--- src/design/dvet_pkg.sv ---
// Shared types and constants for the trial-division divisor enumerator.
// No dependencies; imported by the controller, the datapath and the top level.
`default_nettype none

package dvet_pkg;

	localparam int NUM_WIDTH_DEF = 12;
	localparam int NUM_PORT_W    = 12;
	localparam int POS_W         = 6;

	typedef enum logic [2:0] {
		ST_IDLE,
		ST_START,
		ST_DIV,
		ST_TEST,
		ST_FINAL
	} state_t;

	typedef struct packed {
		logic load_num;
		logic div_init;
		logic div_step;
		logic emit;
		logic emit_last;
		logic next_cand;
	} cmd_t;

	typedef struct packed {
		logic cand_ge_num;
		logic nxt_done;
		logic bit_zero;
		logic rem_zero;
	} status_t;

endpackage

`default_nettype wire

--- src/design/divisor_enumerator_trial_top.sv ---
// Divisor enumerator by trial division, candidates 1 .. N-1, then N itself.
// Each candidate runs through the bit-serial remainder loop (NUM_WIDTH division
// steps plus one test); output stalls hold the item, and one item is in work at a time.
// The next item is taken while the final result still waits in the output register.
// arst_n clears the state machine and output valid; data registers are not reset.
`default_nettype none

module divisor_enumerator_trial_top
	import dvet_pkg::*;
#(
	parameter int NUM_WIDTH = NUM_WIDTH_DEF
) (
	input  wire logic                  clk,
	input  wire logic                  arst_n,
	input  wire logic                  in_valid,
	output logic                       in_ready,
	input  wire logic [NUM_PORT_W-1:0] number,
	output logic                       out_valid,
	input  wire logic                  out_ready,
	output logic      [NUM_PORT_W-1:0] divisor,
	output logic      [POS_W-1:0]      position,
	output logic                       last
);

	cmd_t    cmd;
	status_t status;

	dvet_ctrl u_ctrl (
		.clk       (clk),
		.arst_n    (arst_n),
		.in_valid  (in_valid),
		.in_ready  (in_ready),
		.out_valid (out_valid),
		.out_ready (out_ready),
		.status    (status),
		.cmd       (cmd)
	);

	dvet_datapath #(
		.NUM_WIDTH (NUM_WIDTH)
	) u_dp (
		.clk      (clk),
		.number   (number),
		.cmd      (cmd),
		.status   (status),
		.divisor  (divisor),
		.position (position),
		.last     (last)
	);

	a_busy_after_accept: assert property (@(posedge clk) disable iff (!arst_n)
		in_valid && in_ready |=> !in_ready)
		else $error("input taken while an item is in work");

	a_one_load: assert property (@(posedge clk) disable iff (!arst_n)
		$onehot0({cmd.load_num, cmd.emit, cmd.emit_last}))
		else $error("conflicting datapath loads");

	a_emit_exact: assert property (@(posedge clk) disable iff (!arst_n)
		cmd.emit |-> status.rem_zero)
		else $error("candidate emitted with nonzero remainder");

	a_no_overwrite: assert property (@(posedge clk) disable iff (!arst_n)
		out_valid && !out_ready |-> !(cmd.emit || cmd.emit_last))
		else $error("pending result overwritten");

	a_pos_nonzero: assert property (@(posedge clk) disable iff (!arst_n)
		out_valid |-> position != '0)
		else $error("result with zero position");

endmodule

`default_nettype wire

--- src/design/dvet_datapath.sv ---
// Datapath: number, candidate, bit-serial remainder unit, count and output register.
// Depends on dvet_pkg; driven by dvet_ctrl through cmd_t, reports through status_t.
`default_nettype none

module dvet_datapath
	import dvet_pkg::*;
#(
	parameter int NUM_WIDTH = NUM_WIDTH_DEF
) (
	input  wire logic                  clk,
	input  wire logic [NUM_PORT_W-1:0] number,
	input  wire cmd_t                  cmd,
	output status_t                    status,
	output logic      [NUM_PORT_W-1:0] divisor,
	output logic      [POS_W-1:0]      position,
	output logic                       last
);

	localparam int BIT_W = $clog2(NUM_WIDTH);

	logic [NUM_WIDTH-1:0] num_q;
	logic [NUM_WIDTH-1:0] cand_q;
	logic [NUM_WIDTH-1:0] rem_q;
	logic [BIT_W-1:0]     bit_q;
	logic [POS_W-1:0]     cnt_q;
	logic [NUM_WIDTH-1:0] div_q;
	logic [POS_W-1:0]     pos_q;
	logic                 last_q;

	logic [NUM_WIDTH:0]   shifted;
	logic [NUM_WIDTH:0]   diff;
	logic [NUM_WIDTH-1:0] rem_next;
	logic [NUM_WIDTH:0]   cand_inc;

	// one restoring-division step: bring down the next bit, subtract if it fits
	always_comb begin
		shifted  = {rem_q, num_q[bit_q]};
		diff     = shifted - {1'b0, cand_q};
		rem_next = (shifted >= {1'b0, cand_q}) ? diff[NUM_WIDTH-1:0] : shifted[NUM_WIDTH-1:0];
		cand_inc = {1'b0, cand_q} + {{NUM_WIDTH{1'b0}}, 1'b1};
	end

	always_ff @(posedge clk) begin
		if (cmd.load_num) begin
			num_q  <= number[NUM_WIDTH-1:0];
			cand_q <= {{(NUM_WIDTH-1){1'b0}}, 1'b1};
			cnt_q  <= '0;
		end
		if (cmd.div_init) begin
			rem_q <= '0;
			bit_q <= BIT_W'(NUM_WIDTH - 1);
		end
		if (cmd.div_step) begin
			rem_q <= rem_next;
			bit_q <= bit_q - BIT_W'(1);
		end
		if (cmd.next_cand)
			cand_q <= cand_inc[NUM_WIDTH-1:0];
		if (cmd.emit) begin
			div_q  <= cand_q;
			pos_q  <= cnt_q + POS_W'(1);
			last_q <= 1'b0;
			cnt_q  <= cnt_q + POS_W'(1);
		end
		if (cmd.emit_last) begin
			div_q  <= num_q;
			pos_q  <= cnt_q + POS_W'(1);
			last_q <= 1'b1;
		end
	end

	always_comb begin
		status.cand_ge_num = (cand_q >= num_q);
		status.nxt_done    = (cand_inc >= {1'b0, num_q});
		status.bit_zero    = (bit_q == '0);
		status.rem_zero    = (rem_q == '0);
	end

	assign divisor  = NUM_PORT_W'(div_q);
	assign position = pos_q;
	assign last     = last_q;

endmodule

`default_nettype wire

--- src/design/dvet_ctrl.sv ---
// Controller state machine: sequences candidates, division steps and result loads.
// Depends on dvet_pkg; owns the input ready and the output valid flag.
`default_nettype none

module dvet_ctrl
	import dvet_pkg::*;
(
	input  wire logic    clk,
	input  wire logic    arst_n,
	input  wire logic    in_valid,
	output logic         in_ready,
	output logic         out_valid,
	input  wire logic    out_ready,
	input  wire status_t status,
	output cmd_t         cmd
);

	state_t state_q, state_d;
	logic   out_valid_q;
	logic   out_free;
	logic   load_out;

	assign out_free = !out_valid_q || out_ready;

	always_ff @(posedge clk or negedge arst_n) begin
		if (!arst_n) begin
			state_q     <= ST_IDLE;
			out_valid_q <= 1'b0;
		end else begin
			state_q <= state_d;
			if (load_out)
				out_valid_q <= 1'b1;
			else if (out_ready)
				out_valid_q <= 1'b0;
		end
	end

	always_comb begin
		state_d  = state_q;
		cmd      = '0;
		in_ready = 1'b0;
		unique case (state_q)
			ST_IDLE: begin
				in_ready = 1'b1;
				if (in_valid) begin
					cmd.load_num = 1'b1;
					state_d      = ST_START;
				end
			end
			ST_START: begin
				if (status.cand_ge_num)
					state_d = ST_FINAL;
				else begin
					cmd.div_init = 1'b1;
					state_d      = ST_DIV;
				end
			end
			ST_DIV: begin
				cmd.div_step = 1'b1;
				if (status.bit_zero)
					state_d = ST_TEST;
			end
			ST_TEST: begin
				// a divisor found waits here until the output register is free
				if (!status.rem_zero || out_free) begin
					cmd.emit      = status.rem_zero;
					cmd.next_cand = 1'b1;
					if (status.nxt_done)
						state_d = ST_FINAL;
					else begin
						cmd.div_init = 1'b1;
						state_d      = ST_DIV;
					end
				end
			end
			ST_FINAL: begin
				if (out_free) begin
					cmd.emit_last = 1'b1;
					state_d       = ST_IDLE;
				end
			end
			default: state_d = ST_IDLE;
		endcase
	end

	assign load_out  = cmd.emit || cmd.emit_last;
	assign out_valid = out_valid_q;

endmodule

`default_nettype wire
--- config.mk ---
export PLATFORM = sky130hd
export DESIGN_NAME = divisor_enumerator_trial_top
export DESIGN_NICKNAME = d
export VERILOG_FILES = /design/src/design/dvet_pkg.sv /design/src/design/divisor_enumerator_trial_top.sv /design/src/design/dvet_datapath.sv /design/src/design/dvet_ctrl.sv
export SDC_FILE = /design/constraint.sdc
export NUM_CORES = 1
export LEC_CHECK = 0
export BUFFER_PORTS_ARGS = -buffer_cell sky130_fd_sc_hd__buf_2
export CAP_MARGIN = 20
export CORE_UTILIZATION = 41
export DETAILED_ROUTE_END_ITERATION = 8
export SLEW_MARGIN = 10
export SYNTH_ARGS = -nofsm -noshare
export SYNTH_HDL_FRONTEND = slang
export SYNTH_SLANG_ARGS = --single-unit
--- constraint.sdc ---
create_clock -name clk -period 4 [get_ports clk]
set_input_delay 0.4 -clock clk [delete_from_list [all_inputs] [get_ports clk]]
set_output_delay 0.4 -clock clk [all_outputs]
set_load 0.03 [all_outputs]
==> impl_metrics.yaml <==
critical_path:
  path_class: "register to register"
  path_delay_family: "simple AND/OR/NAND/NOR gates"
  r2r_slack_ns: 0.64
  cp_max_fo: 16
  worstReg2RegEnd: "u_dp.rem_q[0]"
  crit_path_start: "u_dp.cand_q[2]"
  required_ns: 4.03
  crit_buf_inv: 2
  cpPeakStageDelay_ns: 0.49
  crit_arrival_ns: 3.39
  crit_slowest_cell: "edfxtp_1"
  reg2reg_from: "u_dp.cand_q[2]"
  start_kind: "register"
  path_common_cell: "nand2_1"
  end_kind: "register"
  reg2reg_depth: 14
  path_cells: "inv_2, nor3_1, and2_1, nand4_1, xnor2_1, ha_1, nand2_1, nor2_1, a221oi_1, o21ai_0, o2111ai_1, nand2_1, o22ai_1, buf_4"
placed_design:
  hpwl_um: 6920
  port-buffer-count: 36
  place.gp.congestion: 0.898
  place_area_mm2: 0.00458
cts:
  postCtsSetupRepairBufs: 0
  cts_made_buffers: 9
  clk_latency_ns: 0.35
  cts_tree: "yes"
  clkTransAtPathRegs_ns: 0.08
  htreeDepth: 3
  cts-root-buf: "clkbuf_8"
  cts_resized: 0
  clock_path_buffers: 2
  cts_sinks: 69
routing:
  dr.pass1.iters: 6
  wl_per_cell_um: 15.3
  wirelength_um: 8790
  ant_nets: 0
  drtIter0Drc: 126
  drc: 0
  m1WireLength_um: 4270
  num_vias: 2984
  wl_met2_um: 3910
  top_layer: "met4"
  via_per_inst: 5.21
  wl_met3_um: 511
floorplanning:
  die_area_mm2: 0.0108
  die_w_um: 104
  core_mm2: 0.00991
  rows: 36
  start_util_pct: 42.8
  die_h_um: 104
  ioPinCount: 37
synthesis:
  syn_area_mm2: 0.00424
  synth_top_area_cell: "edfxtp_1"
  avgSynthCellArea_um2: 10.9
  synthArstFlopShare_pct: 5.80
  synth_fp_nets: 447
  yosys.area.top_type_share_pct: 45.3
  ys_seq_area_share_pct: 48.1
  synth_area_leaders: "edfxtp_1 45%, ha_1 11%, xnor2_1 3.9%, nand2_1 3.4%, nor2b_1 3.1%"
  synth_edf_count: 64
  ys.flop_type: "edfxtp_1"
  yosysWarnings: 0
  synth_cell_types: 52
  syn_inst: 391
  ys_ff_latch: 69
global_routing:
  antenna_found_initial: 0
  grt_max_degree: 25
  grt_overflow_total: 0
  track_usage_pct: 17.7
  grt_pass1_vias: 2952
  grt_pass1_wl_um: 14800
layout:
  final_nets: 491
  finish.instance_area_mm2: 0.00480
  num_antenna_cells: 0
  syn2layout_area_growth_pct: 13.1
  fin_util_pct: 48.5
  final_cell_mix: "64 x edfxtp_1, 39 x nand2_1, 39 x ha_1, 36 x buf_2, 29 x inv_1"
  layout-drive-gt1-share_pct: 15.9
  final_common_cell: "edfxtp_1"
sta:
  worst_pin_slew_ns: 0.730
  fin_skew_ns: 0.0124
  fin_crit_sh_pct: 84.0
  finalHoldViolCount: 0
  slew_headroom_pct: 51.3
  rsz0062_at_grt: "no"
  fmax_mhz: 298
  setup_violations: 0
  slew_viol_final: 0
  setup-tns-final_ns: 0
  finalCriticalPeriod_ns: 3.36
power:
  power_density_mw_per_mm2: 739
  sw_frac_of_total_pct: 39.4
  power.internal_uw: 2150
  pwr-share-clk_pct: 17.5
  ir_drop_uv: 296
  seqPwrFrac_pct: 35.7
  p_comb_share_pct: 46.8
  p_leak_uw: 0.00202
  power.switching_uw: 1400
worst_hold_path:
  hold_depth: 1
  hold_start: "number[6]"
  whs_endpoint: "u_dp.num_q[6]"
  holdCritPathClass: "input pin to register"
run_status:
  status: "finished clean"
run:
  cap_violations: 0
-- worst register-to-register path, cell delays in order, from the launching register on --
cell and delay (ns):
edfxtp_1 0.49, inv_2 0.07, nor3_1 0.23, and2_1 0.26
nand4_1 0.14, xnor2_1 0.22, ha_1 0.28, nand2_1 0.09
nor2_1 0.07, a221oi_1 0.25, o21ai_0 0.14, o2111ai_1 0.28
nand2_1 0.08, o22ai_1 0.16, buf_4 0.27
-- kinds of logic after synthesis --
kind of cell	Yosys count	synth area share [%]
AO/OA/AOI/OAI	67	10.6
XOR/XNOR	24	4.95
adder cells (fa/ha/maj)	40	12.0
buffers and inverters	39	3.77
flip-flops	69	48.1
multiplexers	16	4.83
AND/OR/NAND/NOR	136	15.8
-- layer usage --
metal	GRT usage, %	up-vias
li1	-	1501
met1	24.9	1390
met2	27.1	82
met3	4.03	11
met4	5.20	0
met5	0	-
-- final cells by class --
class	count	area, µm²
fill	939	5110
sequential	69	2040
multi-input combinational	283	2040
timing repair buffer	41	220
tap	133	166
clock buffer	10	128
inverter	31	116
clock inverter	6	87.6
-- sequential cells by signal, indices dropped and copies added (netlist names) --
signal	cells
u_dp.rem_q	12
u_dp.num_q	12
u_dp.bit_q	4
u_dp.last	1
u_dp.position	6
u_dp.divisor	12
u_ctrl.out_valid	1
u_ctrl.state_q	3
u_dp.cand_q	12
u_dp.cnt_q	6
-- cells in the mapped netlist (all sizes together) (2+ instances only) --
cell type,n
nand2,39
nand4,5
nand2b,3
mux2i,10
o2111ai,2
a21oi,21
edfxtp,64
mux2,3
and3,8
inv,31
dfrtp,4
o21a,2
o211ai,2
a211oi,3
nand3,15
a31oi,2
ha,39
nor4,4
nor3b,2
mux4,3
a21o,5
o21ai,20
clkbuf,5
xor2,5
xnor2,19
nor2,27
nor2b,21
buf,3
nor3,8
or2,2
-- timing repair --
| action | 4_1_cts | 5_1_grt |
|---|---|---|
| endpoints found under the hold margin | 4 | 0 |
| hold buffers | 1 | 0 |
| endpoints found under the setup margin | 0 | 0 |
-- worst max-delay path by stage --
stage,to,slack [ns],cells past startpoint
2_1_floorplan,u_dp.bit_q[0],0.61,13
3_3_place_gp,u_dp.rem_q[11],0.70,13
3_5_place_dp,u_dp.bit_q[0],0.67,14
4_1_cts,u_dp.bit_q[2],0.62,14
5_1_grt,u_dp.rem_q[0],0.26,14
6_report,u_dp.rem_q[0],0.64,14
-- stage by stage --
stage / worst slack, ns / total power (µW) / hold slack (ns) / std cells
after floorplan: 0.608 / 2580 / 0.104 / 391
after CTS: 0.623 / 3560 / 0.207 / 573
final: 0.641 / 3550 / 0.221 / 573
after detailed placement: 0.674 / 2920 / 0.213 / 556
after global placement: 0.705 / 2930 / 0.215 / 556
after global routing: 0.258 / 3830 / 0.203 / 573
-- power groups by stage --
stage	combinational [µW]	sequential [µW]	clock (µW)
finish	1660	1270	621
global route	1880	1290	663
CTS	1660	1260	636
detailed placement	1650	1280	0
global placement	1650	1280	0
floorplan	1360	1220	0
(Power assumes the default switching activity.)
